`src/rtl/core/sspq_pkg.sv`:
```
// Package for the stable sorted priority queue.
// Holds default sizes, status and operation codes, and the controller/datapath structs.
// Depends on nothing.
package sspq_pkg;

  localparam int unsigned QueueDepthDef   = 16;
  localparam int unsigned PriorityBitsDef = 8;
  localparam int unsigned TagBitsDef      = 16;

  typedef enum logic [1:0] {
    STAT_ENQUEUED = 2'd0,
    STAT_SERVED   = 2'd1,
    STAT_EMPTY    = 2'd2,
    STAT_FULL     = 2'd3
  } status_e;

  typedef enum logic [1:0] {
    OP_NONE   = 2'd0,
    OP_INSERT = 2'd1,
    OP_REMOVE = 2'd2
  } op_e;

  typedef struct packed {
    logic    load;
    logic    exec;
    op_e     op;
    status_e res;
  } dp_cmd_t;

  typedef struct packed {
    logic is_deq;
    logic full;
    logic empty;
  } dp_stat_t;

endpackage

```
`src/rtl/core/sspq_ctrl.sv`:
```
// Controller of the stable sorted priority queue.
// Sequences capture and execution of one request; depends on sspq_pkg.
module sspq_ctrl
  import sspq_pkg::*;
(
  input  logic     clk_i,
  input  logic     rst_ni,
  input  logic     start,
  output logic     busy,
  input  dp_stat_t stat_i,
  output dp_cmd_t  cmd_o
);

  typedef enum logic [1:0] {
    ST_IDLE = 2'b01,
    ST_EXEC = 2'b10
  } ctrl_state_e;

  ctrl_state_e state_q, state_d;

  always_comb begin
    state_d   = state_q;
    cmd_o.load = 1'b0;
    cmd_o.exec = 1'b0;
    cmd_o.op   = OP_NONE;
    cmd_o.res  = STAT_ENQUEUED;
    unique case (state_q)
      ST_IDLE: begin
        if (start) begin
          cmd_o.load = 1'b1;
          state_d    = ST_EXEC;
        end
      end
      ST_EXEC: begin
        cmd_o.exec = 1'b1;
        if (stat_i.is_deq) begin
          if (stat_i.empty) begin
            cmd_o.res = STAT_EMPTY;
          end else begin
            cmd_o.op  = OP_REMOVE;
            cmd_o.res = STAT_SERVED;
          end
        end else begin
          if (stat_i.full) begin
            cmd_o.res = STAT_FULL;
          end else begin
            cmd_o.op  = OP_INSERT;
            cmd_o.res = STAT_ENQUEUED;
          end
        end
        state_d = ST_IDLE;
      end
      default: begin
        state_d = ST_IDLE;
      end
    endcase
  end

  always_ff @(posedge clk_i or negedge rst_ni) begin
    if (!rst_ni) begin
      state_q <= ST_IDLE;
    end else begin
      state_q <= state_d;
    end
  end

  assign busy = (state_q != ST_IDLE);

endmodule

```
`src/rtl/core/sspq_datapath.sv`:
```
// Datapath of the stable sorted priority queue.
// Holds the sorted row of cells, the request register and the result register;
// depends on sspq_pkg.
module sspq_datapath
  import sspq_pkg::*;
#(
  parameter int unsigned QUEUE_DEPTH   = QueueDepthDef,
  parameter int unsigned PRIORITY_BITS = PriorityBitsDef,
  parameter int unsigned TAG_BITS      = TagBitsDef,
  localparam int unsigned CntW         = $clog2(QUEUE_DEPTH + 1)
) (
  input  logic                     clk_i,
  input  logic                     rst_ni,
  input  dp_cmd_t                  cmd_i,
  output dp_stat_t                 stat_o,
  input  logic                     req_type_i,
  input  logic [PRIORITY_BITS-1:0] item_priority_i,
  input  logic [TAG_BITS-1:0]      item_tag_i,
  output logic                     done_o,
  output logic [1:0]               status_o,
  output logic [PRIORITY_BITS-1:0] served_priority_o,
  output logic [TAG_BITS-1:0]      served_tag_o,
  output logic [CntW-1:0]          occupancy_o
);

  logic                     req_deq_q;
  logic [PRIORITY_BITS-1:0] new_prio_q;
  logic [TAG_BITS-1:0]      new_tag_q;
  logic [CntW-1:0]          count_q, count_d;

  logic [PRIORITY_BITS-1:0] cell_prio_q [QUEUE_DEPTH];
  logic [TAG_BITS-1:0]      cell_tag_q  [QUEUE_DEPTH];
  logic [PRIORITY_BITS-1:0] ins_prio    [QUEUE_DEPTH];
  logic [TAG_BITS-1:0]      ins_tag     [QUEUE_DEPTH];
  logic [PRIORITY_BITS-1:0] rem_prio    [QUEUE_DEPTH];
  logic [TAG_BITS-1:0]      rem_tag     [QUEUE_DEPTH];
  logic [QUEUE_DEPTH-1:0]   take;

  logic                     done_q;
  status_e                  status_q;
  logic [PRIORITY_BITS-1:0] sprio_q;
  logic [TAG_BITS-1:0]      stag_q;

  assign stat_o.is_deq = req_deq_q;
  assign stat_o.full   = (count_q == CntW'(QUEUE_DEPTH));
  assign stat_o.empty  = (count_q == '0);

  always_ff @(posedge clk_i) begin
    if (cmd_i.load) begin
      req_deq_q  <= req_type_i;
      new_prio_q <= item_priority_i;
      new_tag_q  <= item_tag_i;
    end
  end

  // A cell takes part in the insertion when it is empty or holds a larger priority.
  always_comb begin
    for (int i = 0; i < QUEUE_DEPTH; i++) begin
      take[i] = (count_q <= CntW'(i)) || (cell_prio_q[i] > new_prio_q);
    end
  end

  always_comb begin
    for (int i = 0; i < QUEUE_DEPTH; i++) begin
      if (i > 0 && take[i-1]) begin
        ins_prio[i] = cell_prio_q[i-1];
        ins_tag[i]  = cell_tag_q[i-1];
      end else if (take[i]) begin
        ins_prio[i] = new_prio_q;
        ins_tag[i]  = new_tag_q;
      end else begin
        ins_prio[i] = cell_prio_q[i];
        ins_tag[i]  = cell_tag_q[i];
      end
      if (i < QUEUE_DEPTH - 1) begin
        rem_prio[i] = cell_prio_q[i+1];
        rem_tag[i]  = cell_tag_q[i+1];
      end else begin
        rem_prio[i] = cell_prio_q[i];
        rem_tag[i]  = cell_tag_q[i];
      end
    end
  end

  always_ff @(posedge clk_i) begin
    for (int i = 0; i < QUEUE_DEPTH; i++) begin
      if (cmd_i.exec && cmd_i.op == OP_INSERT) begin
        cell_prio_q[i] <= ins_prio[i];
        cell_tag_q[i]  <= ins_tag[i];
      end else if (cmd_i.exec && cmd_i.op == OP_REMOVE) begin
        cell_prio_q[i] <= rem_prio[i];
        cell_tag_q[i]  <= rem_tag[i];
      end
    end
  end

  always_comb begin
    count_d = count_q;
    if (cmd_i.exec) begin
      unique case (cmd_i.op)
        OP_INSERT: count_d = count_q + CntW'(1);
        OP_REMOVE: count_d = count_q - CntW'(1);
        default:   count_d = count_q;
      endcase
    end
  end

  always_ff @(posedge clk_i or negedge rst_ni) begin
    if (!rst_ni) begin
      count_q <= '0;
      done_q  <= 1'b0;
    end else begin
      count_q <= count_d;
      done_q  <= cmd_i.exec;
    end
  end

  always_ff @(posedge clk_i) begin
    if (cmd_i.exec) begin
      status_q <= cmd_i.res;
      if (cmd_i.op == OP_REMOVE) begin
        sprio_q <= cell_prio_q[0];
        stag_q  <= cell_tag_q[0];
      end else begin
        sprio_q <= '0;
        stag_q  <= '0;
      end
    end
  end

  assign done_o            = done_q;
  assign status_o          = status_q;
  assign served_priority_o = sprio_q;
  assign served_tag_o      = stag_q;
  assign occupancy_o       = count_q;

endmodule

```
`src/rtl/core/stable_sorted_priority_queue_top.sv`:
```
// Top level of the stable sorted priority queue.
// Joins the controller and the datapath; depends on sspq_pkg, sspq_ctrl and sspq_datapath.
//
//   Channel   Handshake          Ports
//   request   start, busy        req_type_i, item_priority_i, item_tag_i
//   result    done_o (strobe)    status_o, served_priority_o, served_tag_o, occupancy_o
//
// A request is taken when start is high and busy is low. It is executed in the
// next cycle and its result is shown for one cycle after that. The next request
// may be taken while the result is shown. Reset empties the queue. The receiver
// cannot stall the result.
module stable_sorted_priority_queue_top
  import sspq_pkg::*;
#(
  parameter int unsigned QUEUE_DEPTH   = QueueDepthDef,
  parameter int unsigned PRIORITY_BITS = PriorityBitsDef,
  parameter int unsigned TAG_BITS      = TagBitsDef,
  localparam int unsigned CntW         = $clog2(QUEUE_DEPTH + 1)
) (
  input  logic                     clk_i,
  input  logic                     rst_ni,
  input  logic                     start,
  output logic                     busy,
  input  logic                     req_type_i,
  input  logic [PRIORITY_BITS-1:0] item_priority_i,
  input  logic [TAG_BITS-1:0]      item_tag_i,
  output logic                     done_o,
  output logic [1:0]               status_o,
  output logic [PRIORITY_BITS-1:0] served_priority_o,
  output logic [TAG_BITS-1:0]      served_tag_o,
  output logic [CntW-1:0]          occupancy_o
);

  dp_cmd_t  cmd;
  dp_stat_t stat;

  sspq_ctrl u_ctrl (
    .clk_i  (clk_i),
    .rst_ni (rst_ni),
    .start  (start),
    .busy   (busy),
    .stat_i (stat),
    .cmd_o  (cmd)
  );

  sspq_datapath #(
    .QUEUE_DEPTH   (QUEUE_DEPTH),
    .PRIORITY_BITS (PRIORITY_BITS),
    .TAG_BITS      (TAG_BITS)
  ) u_datapath (
    .clk_i             (clk_i),
    .rst_ni            (rst_ni),
    .cmd_i             (cmd),
    .stat_o            (stat),
    .req_type_i        (req_type_i),
    .item_priority_i   (item_priority_i),
    .item_tag_i        (item_tag_i),
    .done_o            (done_o),
    .status_o          (status_o),
    .served_priority_o (served_priority_o),
    .served_tag_o      (served_tag_o),
    .occupancy_o       (occupancy_o)
  );

endmodule

```
`config.mk`:
```
export PLATFORM = sky130hd
export DESIGN_NAME = stable_sorted_priority_queue_top
export DESIGN_NICKNAME = d
export VERILOG_FILES = /design/src/rtl/core/sspq_pkg.sv /design/src/rtl/core/sspq_ctrl.sv /design/src/rtl/core/sspq_datapath.sv /design/src/rtl/core/stable_sorted_priority_queue_top.sv
export SDC_FILE = /design/constraint.sdc
export NUM_CORES = 1
export LEC_CHECK = 0
export ABC_AREA = 1
export BUFFER_PORTS_ARGS = -buffer_cell sky130_fd_sc_hd__buf_2
export CAP_MARGIN = 10
export CORE_ASPECT_RATIO = 2
export CORE_MARGIN = 4
export CORE_UTILIZATION = 47
export CTS_BUF_LIST = sky130_fd_sc_hd__clkbuf_2 sky130_fd_sc_hd__clkbuf_4 sky130_fd_sc_hd__clkbuf_8
export DETAILED_ROUTE_END_ITERATION = 6
export PLACE_DENSITY = 0.65
export SETUP_SLACK_MARGIN = 0.2
export SYNTH_ARGS = -nofsm -noshare
export SYNTH_HDL_FRONTEND = slang
export SYNTH_SLANG_ARGS = --single-unit
```
`constraint.sdc`:
```
create_clock -name clk_i -period 4.45 [get_ports clk_i]
set_clock_uncertainty 0.1 [all_clocks]
set_input_delay 0.2225 -clock clk_i [delete_from_list [all_inputs] [get_ports clk_i]]
set_output_delay 0.2225 -clock clk_i [all_outputs]
set_load 0.005 [all_outputs]
```
# == Yosys cells after proc, flatten, opt, wreduce, memory -nomap -nowiden ==
# Memory sizes are Yosys's and may differ from the RTL's.
# Cells that the tools add are included.
# Widths: inputs -> output; s select.
# op_classes
n_addsub,2
order_cmp,32
n_eq_ne,7
n_mux,110
n_bitwise,32
n_reduce_logical,21
# op_table
operator,n
$mux 16,47
$mux 8,47
$gt 8x8->1,16
$le 5x4->1 const B,8
$or 1x1->1,32
$le 5x3->1 const B,4
$logic_or 1x1->1,16
$le 5x1->1 const B,2
$le 5x2->1 const B,2
$mux 2,5
$pmux 5 s2,1
$mux 1,8
$add 5x1->5 const B,1
$eq 5x5->1 const B,1
$logic_not 5->1,1
$mux 5,1
$sub 5x1->5 const B,1
$eq 2x1->1 const B,2
$eq 2x2->1 const B,2
$mux 4,1
$logic_and 1x1->1,2
$ne 2x1->1 const B,1
$ne 2x2->1 const B,1
$reduce_and 2->1,1
$reduce_bool 2->1,1
# totals
regBits,59
ram_bits,384
out_inout_bits,33
word_cells,215
memories,2
# mem_list
name,words,word_bits,rd,rd_clocked_by_memory_dff,wr,line_no,rtl
u_datapath.cell_tag_q,16,16,16,0,16,sspq_datapath.sv:32,logic [TAG_BITS-1:0] cell_tag_q [QUEUE_DEPTH];
u_datapath.cell_prio_q,16,8,16,0,16,sspq_datapath.sv:31,logic [PRIORITY_BITS-1:0] cell_prio_q [QUEUE_DEPTH];

# == Longest topological paths before layout ==
# Gate-level depths: netlist of run 1.
# depth
depth_word,10
ltp_mapped,16
depth_no_buf,14

# == Cells and area by module ==
# A second synthesis of run 1 with hierarchy kept.
# hier_totals
cells_unflattened,3462
area_unflattened_um2,27146.0
# modules_own_cells
module,instances,cells_per_inst,area_per_inst_um2,seq_area_each_um2
sspq_datapath,1,3441,27014.7,13212.7
sspq_ctrl,1,21,131.4,51.3

# == Worst setup path after synthesis of run 1 ==
# Ideal clock, no wire load.
# synth_path
path_kind,register -> register
startpoint,register u_ctrl.state_q[0]
endpoint,"memory u_datapath.cell_prio_q[7][0] in the netlist's numbering, enable pin"
setup_ps,405
arrival_time_ps,3664
path_slack_ps,281
stages_incl_launch_ff,13
path_cell_list,dfstp_2 > nor2_2 > inv_2 > nor2_1 > ha_1 > buf_2 > inv_2 > nor3_4 > inv_2 > buf_1 > nand3_1 > nor2_1 > nor2_1
# synth_rtl
element,line_no,rtl
start: declaration,sspq_ctrl.sv:19,"ctrl_state_e state_q, state_d;"
start signal: assignment,sspq_ctrl.sv:63,state_q <= state_d;
end: declaration,sspq_datapath.sv:31,

==> results of run 1 <==
[how the worst max path moves through the flow]
stage	from	endpoint	depth (start not counted)
6_report	u_datapath.occupancy_o[1]$_DFFE_PN0P_	u_datapath.cell_prio_q[10][0]$_DFFE_PP_	14
3_5_place_dp	u_datapath.occupancy_o[1]$_DFFE_PN0P_	u_datapath.cell_prio_q[14][0]$_DFFE_PP_	14
4_1_cts	u_datapath.occupancy_o[1]$_DFFE_PN0P_	u_datapath.cell_prio_q[10][0]$_DFFE_PP_	14
2_1_floorplan	u_ctrl.state_q[0]$_DFFE_PN1P_	u_datapath.cell_prio_q[7][0]$_DFFE_PP_	12
3_3_place_gp	u_datapath.occupancy_o[1]$_DFFE_PN0P_	u_datapath.cell_prio_q[13][2]$_DFFE_PP_	14
5_1_grt	u_datapath.occupancy_o[1]$_DFFE_PN0P_	u_datapath.cell_prio_q[10][0]$_DFFE_PP_	14
[power by group]
part           switching, W  total (W)  internal [W]
clock               0.00166    0.00333       0.00168
sequential        0.0000236    0.00462       0.00460
combinational      0.000519   0.000745      0.000226
total               0.00220    0.00870       0.00650
[area by class of cell]
class / instances / share of cell area, %
Clock buffer: 96 / 3.92
Inverter: 466 / 5.94
Multi-Input combinational cell: 2311 / 37.8
Sequential cell: 443 / 44.9
Timing Repair Buffer: 163 / 3.92
Tap cell: 756 / 3.20
Antenna cell: 1 / 0.00847
Clock inverter: 22 / 0.351
[worst max-delay path, delay by kind of cell (launching register included)]
| family | cells | cell delay (ps) |
|---|---|---|
| AND/OR/NAND/NOR | 7 | 760 |
| buffers and inverters | 5 | 1780 |
| flip-flops | 1 | 430 |
| adder cells (fa/ha/maj) | 2 | 430 |
[routing by layer]
metal / global-route usage (%) / vias up
li1: - / 11100
met1: 21.7 / 9562
met2: 43.2 / 421
met3: 2.38 / 141
met4: 7.63 / 0
met5: 0 / -
[through the flow]
stage          utilization (%)  cell area [µm²]  power [W]  setup WS (ps)
2_1_floorplan                -            27100    0.00521            281
3_3_place_gp              49.0            28000    0.00543            745
3_5_place_dp              49.0            28000    0.00545            665
4_1_cts                   51.8            29600    0.00884            654
5_1_grt                   51.8            29600    0.00910            270
6_report                  51.8            29600    0.00870            762
[synth_stat cells (all sizes together) (2+ instances only)]
| library cell | n | area [µm²] |
|---|---|---|
| clkinv | 7 | 26.3 |
| a21o | 14 | 105 |
| ha | 136 | 1700 |
| o21a | 2 | 15.0 |
| dfrtp | 7 | 175 |
| a21oi | 40 | 223 |
| clkbuf | 83 | 312 |
| o21ai | 61 | 317 |
| buf | 114 | 614 |
| o31ai | 2 | 28.8 |
| inv | 459 | 1720 |
| xor2 | 3 | 26.3 |
| nand4 | 16 | 100 |
| nor2 | 62 | 253 |
| edfxtp | 435 | 13100 |
| o211ai | 2 | 15.0 |
| nand3 | 680 | 3400 |
| xnor2 | 2 | 17.5 |
| nand2 | 1285 | 4860 |
[flip-flops by register name, summed over array words and instances (netlist names)]
register	flops
u_ctrl.state_q	2
u_datapath.cell_prio_q	128
u_datapath.cell_tag_q	256
u_datapath.done_o	1
u_datapath.new_prio_q	8
u_datapath.new_tag_q	16
u_datapath.occupancy_o	5
u_datapath.req_deq_q	1
u_datapath.served_priority_o	8
u_datapath.served_tag_o	16
u_datapath.status_o	2
[repair_timing]
item,in CTS,in global routing
hold endpoints to repair,35,0
endpoints found under the setup margin,0,0
hold buffers,29,0
[cell families after synthesis]
logic type / Yosys count / share of synthesized area (%)
simple gates: 2046 / 31.9
buf+inv: 663 / 9.88
flops: 443 / 49.0
fa+ha+maj: 136 / 6.29
compound gates: 124 / 2.74
xor+xnor: 5 / 0.162
==> summary.txt, run 1 <==
Area growth, synth to finish: 9.16%
slowest CP cell: buf_4
Multi-input gate area: 11200 µm²
register area: 13300 µm²
syn_area_per_cell: 7.92 µm²
first-pass detailed-route iteration total: 6
setup bufs post-CTS: 0
CTS Buf Count: 68
Rows: 124
Top Layer Used: met4
Worst Path Required: 4860 ps
M1 WL: 23300 µm
CP Class: reg -> reg
Slew Limit Headroom: 21.5%
power per cell area: 294 nW/µm²
first-pass GRT wire length: 108000 µm
H-tree lvl count: 3
post-route DRC violation count: 0
Synth Warn #: 0
post-DP HPWL: 47100 µm
Worst VDD drop: 0.222 mV
Wirelength per Cell: 15.4 µm
CP cell instances: inv_1, ha_1, nand2_1, nor2_1, inv_2, nand2_1, nor2_1, inv_1, ha_1, nor3_4, inv_8, buf_4, nand3_1, nand2_1
Worst R2R Start: u_datapath.occupancy_o[1]$_DFFE_PN0P_
Post-Route WL: 65500 µm
worst hold endpoint: u_datapath.new_tag_q[12]$_DFFE_PP_
number of global-route vias before repair: 21200
Critical Path AT: 4090 ps
fin crit share: 82.9%
f_max: 271 MHz
Syn Nets: 3581
worst hold margin: 178 ps
unrepaired setup endpoints after global routing: false
# fillers: 5709
# setup viols final: 0
placed insts: 4110
commonest non-fill, non-tap cell in the layout: nand2_1
Post-synth ARST share: 1.81%
Hold Path Stages: 2
initial antenna violation count: 1
Gate Count Post-Synth: 3417
Starting Density: 47.4%
Pins Over Slew Limit: 0
post_cts resized: 0
CTS Buffer Depth: 3
FF-to-FF End: u_datapath.cell_prio_q[10][0]$_DFFE_PP_
Max stage delay on crit path: 930 ps
overall die area: 61700 µm²
count of input and output buffers: 60
Netlist Area Pre-Place: 27100 µm²
worst-case reg-to-reg path depth: 14
min Tclk post-route: 3690 ps
core area: 57100 µm²
CTS Sinks: 443
static leakage: 14.2 nW
post-route ant nets: 0
vias: 21300
Routability Congestion: 0.872
CP Max Fanout: 172
chip height: 347 µm
ys flop type: edfxtp_1
Reg2Reg Setup Slack: 760 ps
Hold Violations, Final: 0
pin count of the biggest net entering global routing: 173
Non-Filler Instances: 4258
drt initial violations: 1433
Total GRT Usage: 21.3%
later-pin clock latency in the skew report: 660 ps
CTS tree: done
Ports: 61
Max-Cap Viols: 0
Overflow after GRT: 0
Synth cell types: 39
min-delay worst type: in -> reg
CTS clk-pin slew, worst paths: 70 ps
Worst Setup Start Kind: flip-flop
layout cells sized above 1: 8.00%
register bit count reported by yosys: 443
CP dominant cell by count: nand2_1
CP Capture Type: flip-flop
Die X: 178 µm
WL met3: 2180 µm
net count reported at finish: 3617
Seq/Total Area, Yosys: 49.0%
commonest cells after routing, fill and taps aside: nand2_1 (1274), nand3_1 (680), inv_1 (450), edfxtp_1 (435), ha_1 (136)
wire length on met2: 38000 µm
Setup TNS Final: 0 ps
root buffer cell: clkbuf_8
slew at the pin with the worst max-slew slack: 1180 ps
via/cell ratio: 4.99
status: finished, final reports clean
hold wc startpoint: item_tag_i[12]
number of enable flip-flop cells after synthesis: 435
(Power assumes the default switching activity.)
==> inputs of run 2 (changes only) <==
Settings changed: PLACE_DENSITY 0.65 to not set.
Clock period 4.45 ns to 3.6 ns, I/O delays scaled along.
==> run 2 against run 1 <==
Against the previous run: global-route usage increased by 0.80 points; sequential share of layout area decreased by 0.44 points; largest power group unchanged; worst setup slack got worse by 350 ps; register-to-register slack got worse by 350 ps; largest cell class unchanged; combinational power increased by 28%; via count increased by 3.0%.
==> summary.txt, run 2 (same netlist as run 1, synthesis figures left out) <==
Overflow after GRT: 0
Rows: 124
Worst Path Required: 3810 ps
via/cell ratio: 5.12
Max-Cap Viols: 0
min-delay worst type: in -> reg
worst-case reg-to-reg path depth: 15
Starting Density: 47.4%
overall die area: 61700 µm²
CP cell instances: inv_2, ha_1, nand2_1, nor2_1, inv_2, nand2_1, nor2_1, ha_1, inv_2, nor3_4, inv_8, nand3_1, nor2_1, nor2_2, buf_4
biggest regs: u_datapath.cell_tag_q x256, u_datapath.cell_prio_q x128
min Tclk post-route: 3190 ps
Die X: 178 µm
Gate power share: 8.8%
unrepaired setup endpoints after global routing: false
Switch Pwr: 0.00276 W
slowest CP cell: dfrtp_1
initial antenna violation count: 1
Worst Setup Start Kind: flip-flop
pin count of the biggest net entering global routing: 113
FF-to-FF End: u_datapath.cell_tag_q[11][3]$_DFFE_PP_
worst hold endpoint: u_datapath.new_prio_q[7]$_DFFE_PP_
chip height: 347 µm
fin crit share: 88.6%
core area: 57100 µm²
Routability Congestion: 0.841
static leakage: 14.3 nW
CTS Buf Count: 69
CTS Buffer Depth: 3
# setup viols final: 0
Wirelength per Cell: 16.0 µm
Hold Path Stages: 2
CTS Sinks: 443
f_max: 314 MHz
first-pass GRT wire length: 112000 µm
count of input and output buffers: 60
CP Class: reg -> reg
Ports: 61
status: finished, final reports clean
layout cells sized above 1: 8.74%
Area growth, synth to finish: 10.2%
Hold Violations, Final: 0
post-route ant nets: 0
commonest non-fill, non-tap cell in the layout: nand2_1
hold wc startpoint: item_priority_i[7]
CTS clk-pin slew, worst paths: 60 ps
internal power: 0.00804 W
Setup TNS Final: 0 ps
sw frac: 25.5%
post-route DRC violation count: 0
sequential share of power: 52.9%
number of global-route vias before repair: 22100
root buffer cell: clkbuf_8
commonest cells after routing, fill and taps aside: nand2_1 (1274), nand3_1 (680), inv_1 (449), edfxtp_1 (435), ha_1 (136)
slew at the pin with the worst max-slew slack: 732 ps
H-tree lvl count: 3
Worst VDD drop: 0.299 mV
Critical Path AT: 3400 ps
Reg2Reg Setup Slack: 410 ps
Pins Over Slew Limit: 0
CP Capture Type: flip-flop
Worst R2R Start: u_datapath.occupancy_o[0]$_DFFE_PN0P_
Max stage delay on crit path: 470 ps
post-DP HPWL: 50000 µm
CP Max Fanout: 39
first-pass detailed-route iteration total: 6
Clock Power Share: 38.3%
drt initial violations: 1582
max reg flops: 256
power per cell area: 362 nW/µm²
vias: 21900
later-pin clock latency in the skew report: 650 ps
Slew Limit Headroom: 51.2%
Post-Route WL: 68400 µm
Biggest register: u_datapath.cell_tag_q
Total GRT Usage: 22.1%
net count reported at finish: 3638
CTS tree: done
Util after Layout: 52.3%
## run 2: cell types whose count changed in the layout (fill, tap and decap cells not counted)
| cell | previous run | this run |
|---|---|---|
| clkinvlp_4 | 1 | 4 |
| buf_12 | 1 | 8 |
| clkinv_8 | 0 | 1 |
| dlygate4sd3_1 | 29 | 28 |
| inv_2 | 8 | 9 |
| buf_6 | 0 | 4 |
| buf_8 | 0 | 1 |
| clkinv_1 | 25 | 23 |
| clkinv_2 | 0 | 4 |
| o21ai_2 | 3 | 4 |
| o21ai_1 | 1 | 0 |
| buf_4 | 73 | 82 |
| clkbuf_4 | 26 | 23 |
| inv_1 | 450 | 449 |
## run 2: worst max-delay path by stage
stage | slack (ps) | startpoint | to
detailed placement | 320 | u_datapath.new_prio_q[7]$_DFFE_PP_ | u_datapath.cell_tag_q[10][5]$_DFFE_PP_
floorplan | 150 | u_ctrl.state_q[0]$_DFFE_PN1P_ | u_datapath.cell_prio_q[7][0]$_DFFE_PP_
CTS | 320 | u_datapath.new_prio_q[7]$_DFFE_PP_ | u_datapath.cell_tag_q[10][0]$_DFFE_PP_
finish | 410 | u_datapath.occupancy_o[0]$_DFFE_PN0P_ | u_datapath.cell_tag_q[11][3]$_DFFE_PP_
global placement | 360 | u_datapath.occupancy_o[0]$_DFFE_PN0P_ | u_datapath.cell_tag_q[7][5]$_DFFE_PP_
global route | 200 | u_datapath.occupancy_o[0]$_DFFE_PN0P_ | u_datapath.cell_tag_q[11][9]$_DFFE_PP_
## run 2: per-layer routing
| metal | track usage, % | wire (µm) |
|---|---|---|
| met5 | 0 | 0 |
| met4 | 8.82 | 2090 |
| met3 | 2.67 | 2590 |
| met1 | 23.1 | 24600 |
| met2 | 43.6 | 39200 |
## run 2: power groups by stage
stage	combinational (W)	sequential [W]	clock, W
global placement	0.000913	0.00582	0
detailed placement	0.000941	0.00582	0
floorplan	0.000619	0.00582	0
global route	0.00107	0.00571	0.00449
CTS	0.000966	0.00571	0.00428
finish	0.000954	0.00571	0.00413
## run 2: area by class of cell
cell class	count	area, µm²
sequential	443	13300
clock buffer	93	1140
clock inverter	28	148
inverter	466	1760
tap	756	946
timing repair buffer	183	1420
antenna	1	2.50
fill	5591	27200
multi-input combinational	2311	11200
## run 2: worst max-delay path, delay by kind of cell, from the launching register on
family | cells | cell delay [ps]
AND/OR/NAND/NOR | 8 | 1050
buffers and inverters | 5 | 780
flip-flops | 1 | 470
adder cells (fa/ha/maj) | 2 | 400
## run 2: metrics by stage
stage / instance area [µm²] / setup slack (ps) / hold WS, ps / std cells / total power [W]
2_1_floorplan: 27100 / 145 / -216 / 3417 / 0.00644
3_3_place_gp: 28200 / 358 / -72.7 / 4131 / 0.00673
3_5_place_dp: 28200 / 320 / -70.5 / 4131 / 0.00676
4_1_cts: 29800 / 317 / 70.2 / 4280 / 0.0110
5_1_grt: 29800 / 202 / 119 / 4281 / 0.0113
6_report: 29800 / 412 / 134 / 4281 / 0.0108
## run 2: timing repair
action	CTS	global route
hold endpoints to repair	35	0
setup endpoints to repair	0	413
hold buffers	28	0
resized for setup	0	9
buffers inserted	0	0
==> inputs of run 3 (changes only) <==
Settings changed: ABC_AREA 1 to not set.
==> run 3 against run 2 <==
Against the previous run: cell count down 31%; synthesized cell count decreased by 37%; combinational power rose by 88%; die area is 8.9% lower; wire length is 0.11% lower; via count down 21%; worst hold slack improved by 8.6 ps; critical path depth is 4 lower; sequential cell count unchanged.
==> summary.txt, run 3 <==
status: finished, final reports clean
Worst VDD drop: 0.289 mV
register bit count reported by yosys: 443
via/cell ratio: 5.87
Wirelength per Cell: 23.1 µm
CP Class: reg -> reg
later-pin clock latency in the skew report: 660 ps
CTS clk-pin slew, worst paths: 60 ps
post-DP HPWL: 48200 µm
Synth cell types: 53
Setup TNS Final: 0 ps
static leakage: 9.56 nW
Area growth, synth to finish: 12.8%
Hold Violations, Final: 0
CP dominant cell by count: buf_4
largest cells by area after synthesis: edfxtp_1 (53%), mux2i_1 (14%), ha_1 (6.9%), nand2_1 (5.8%), o21ai_0 (4.2%)
Biggest register: u_datapath.cell_tag_q
CTS Buf Count: 68
power per cell area: 426 nW/µm²
CP cell instances: inv_1, buf_4, buf_4, ha_1, nor2b_1, o211ai_1, a211oi_1, nor3_2, buf_4, mux2i_1, o21ai_0
hold wc startpoint: item_tag_i[5]
# setup viols final: 0
slew at the pin with the worst max-slew slack: 1110 ps
slowest CP cell: nor3_2
Clock Power Share: 35.0%
Die X: 170 µm
Post-synth ARST share: 1.81%
setup bufs post-CTS: 0
Syn Nets: 2319
most frequent cells after synthesis: edfxtp_1 (435), nand2_1 (377), mux2i_1 (337)
first-pass GRT wire length: 105000 µm
Max-Cap Viols: 0
Max stage delay on crit path: 530 ps
register area: 13300 µm²
f_max: 310 MHz
Synth area leader: edfxtp_1
ys flop type: edfxtp_1
min-delay worst type: in -> reg
Area after DPL: 26100 µm²
Util after Layout: 53.5%
CP Capture Type: flip-flop
max reg flops: 256
CTS Buffer Depth: 3
Rows: 118
count leader, synth: edfxtp_1
Starting Density: 47.4%
crit path launch: u_datapath.new_prio_q[1]$_DFFE_PP_
CP bufs+invs: 4
Worst Path Required: 3880 ps
Netlist Area Pre-Place: 24600 µm²
Multi-input gate area: 10600 µm²
CTS Sinks: 443
Post-Layout Inst Area: 27700 µm²
core area: 51800 µm²
Gate power share: 15.1%
Worst R2R Start: u_datapath.new_prio_q[1]$_DFFE_PP_
Ports: 61
H-tree lvl count: 3
Critical Path AT: 3510 ps
layout cells sized above 1: 14.3%
post-route ant nets: 0
biggest regs: u_datapath.cell_tag_q x256, u_datapath.cell_prio_q x128
overall die area: 56200 µm²
internal power: 0.00861 W
Routability Congestion: 0.871
root buffer cell: clkbuf_8
Post-Route WL: 68300 µm
initial antenna violation count: 1
count of input and output buffers: 60
syn_area_per_cell: 11.4 µm²
first-pass detailed-route iteration total: 6
sequential share of power: 49.8%
min Tclk post-route: 3230 ps
commonest cells after routing, fill and taps aside: edfxtp_1 (435), nand2_1 (377), mux2i_1 (337), o21ai_0 (204), ha_1 (136)
Worst Setup Start Kind: flip-flop
total power: 0.0118 W
Total GRT Usage: 24.0%
Pins Over Slew Limit: 0
net count reported at finish: 2414
Worst path top cell family by delay: buffers and inverters
pin count of the biggest net entering global routing: 121
post-route DRC violation count: 0
# fillers: 4569
sw frac: 27.0%
CP Max Fanout: 18
number of enable flip-flop cells after synthesis: 435
drt initial violations: 1016
chip height: 331 µm
Switch Pwr: 0.00319 W
post-synth top area share: 53.1%
CTS tree: done
Synth Warn #: 0
Slew Limit Headroom: 26.1%
Gate Count Post-Synth: 2155
commonest non-fill, non-tap cell in the layout: edfxtp_1
Overflow after GRT: 0
vias: 17400
Seq/Total Area, Yosys: 54.0%
unrepaired setup endpoints after global routing: true
fin crit share: 89.7%
number of global-route vias before repair: 18400
-- run 3: cell count changes after synthesis, sizes merged, moves of 24 or more --
cell,change
and2,+28
mux2,+24
nand2,-908
nand3,-666
a21oi,+37
mux2i,+337
buf,-41
inv,-420
o21ai,+276
-- run 3: cell families (layout without fill, tap and decap cells) --
family,after synthesis,count (layout),share of synthesized area (%)
muxes,361,361,14.8
buffers and inverters,196,336,4.23
xor gates and xnor gates,5,5,0.178
adders and majority gates,136,136,6.92
DFF,443,443,54.0
and+or+nand+nor,533,533,9.26
AOI/OAI and AO/OA,481,482,10.6
other,0,1,0
-- run 3: timing repair --
item                                    4_1_cts  5_1_grt
endpoints found under the setup margin        0      107
gates resized for setup                       0        4
hold buffers                                 28        0
hold endpoints to repair                     35        0
-- run 3: worst paths after layout --
kind	to	slack [ps]	depth (start not counted)
worst max-delay path	u_datapath.cell_tag_q[8][9]$_DFFE_PP_	370	11
worst min-delay path	u_datapath.new_tag_q[5]$_DFFE_PP_	140	2
worst max register to register	u_datapath.cell_tag_q[8][9]$_DFFE_PP_	370	11
worst min register to register	u_datapath.cell_tag_q[14][6]$_DFFE_PP_	440	2
max in group asynchronous	u_ctrl.state_q[0]$_DFFE_PN1P_	2680	3
min in group asynchronous	u_datapath.occupancy_o[1]$_DFFE_PN0P_	400	3
-- run 3: power by group through the flow --
stage          clock (W)  sequential [W]  combinational (W)
2_1_floorplan          0         0.00593            0.00133
3_3_place_gp           0         0.00599            0.00172
3_5_place_dp           0         0.00599            0.00177
4_1_cts          0.00425         0.00588            0.00180
5_1_grt          0.00446         0.00589            0.00195
6_report         0.00413         0.00588            0.00179
-- run 3: stage by stage --
stage | cells | hold slack [ps] | setup WS [ps]
floorplan | 2155 | -216 | 73.6
global placement | 2811 | -75.2 | 359
detailed placement | 2811 | -66.5 | 291
CTS | 2955 | 96.1 | 282
global route | 2957 | 136 | 112
finish | 2957 | 143 | 370
-- run 3: layout make-up --
| cell class | instances | area share (%) |
|---|---|---|
| Timing Repair Buffer | 181 | 5.74 |
| Tap cell | 660 | 2.98 |
| Inverter | 39 | 0.542 |
| Clock inverter | 25 | 0.456 |
| Multi-Input combinational cell | 1517 | 38.4 |
| Clock buffer | 91 | 4.09 |
| Sequential cell | 443 | 47.8 |
| Antenna cell | 1 | 0.00903 |
-- run 3: routing by layer --
metal | global-route usage, % | share of wire [%] | vias up
met5 | 0 | 0 | -
met2 | 46.4 | 57 | 324
met3 | 2.59 | 2.4 | 162
li1 | - | - | 8164
met4 | 10.8 | 4.3 | 0
met1 | 25.5 | 36 | 8706
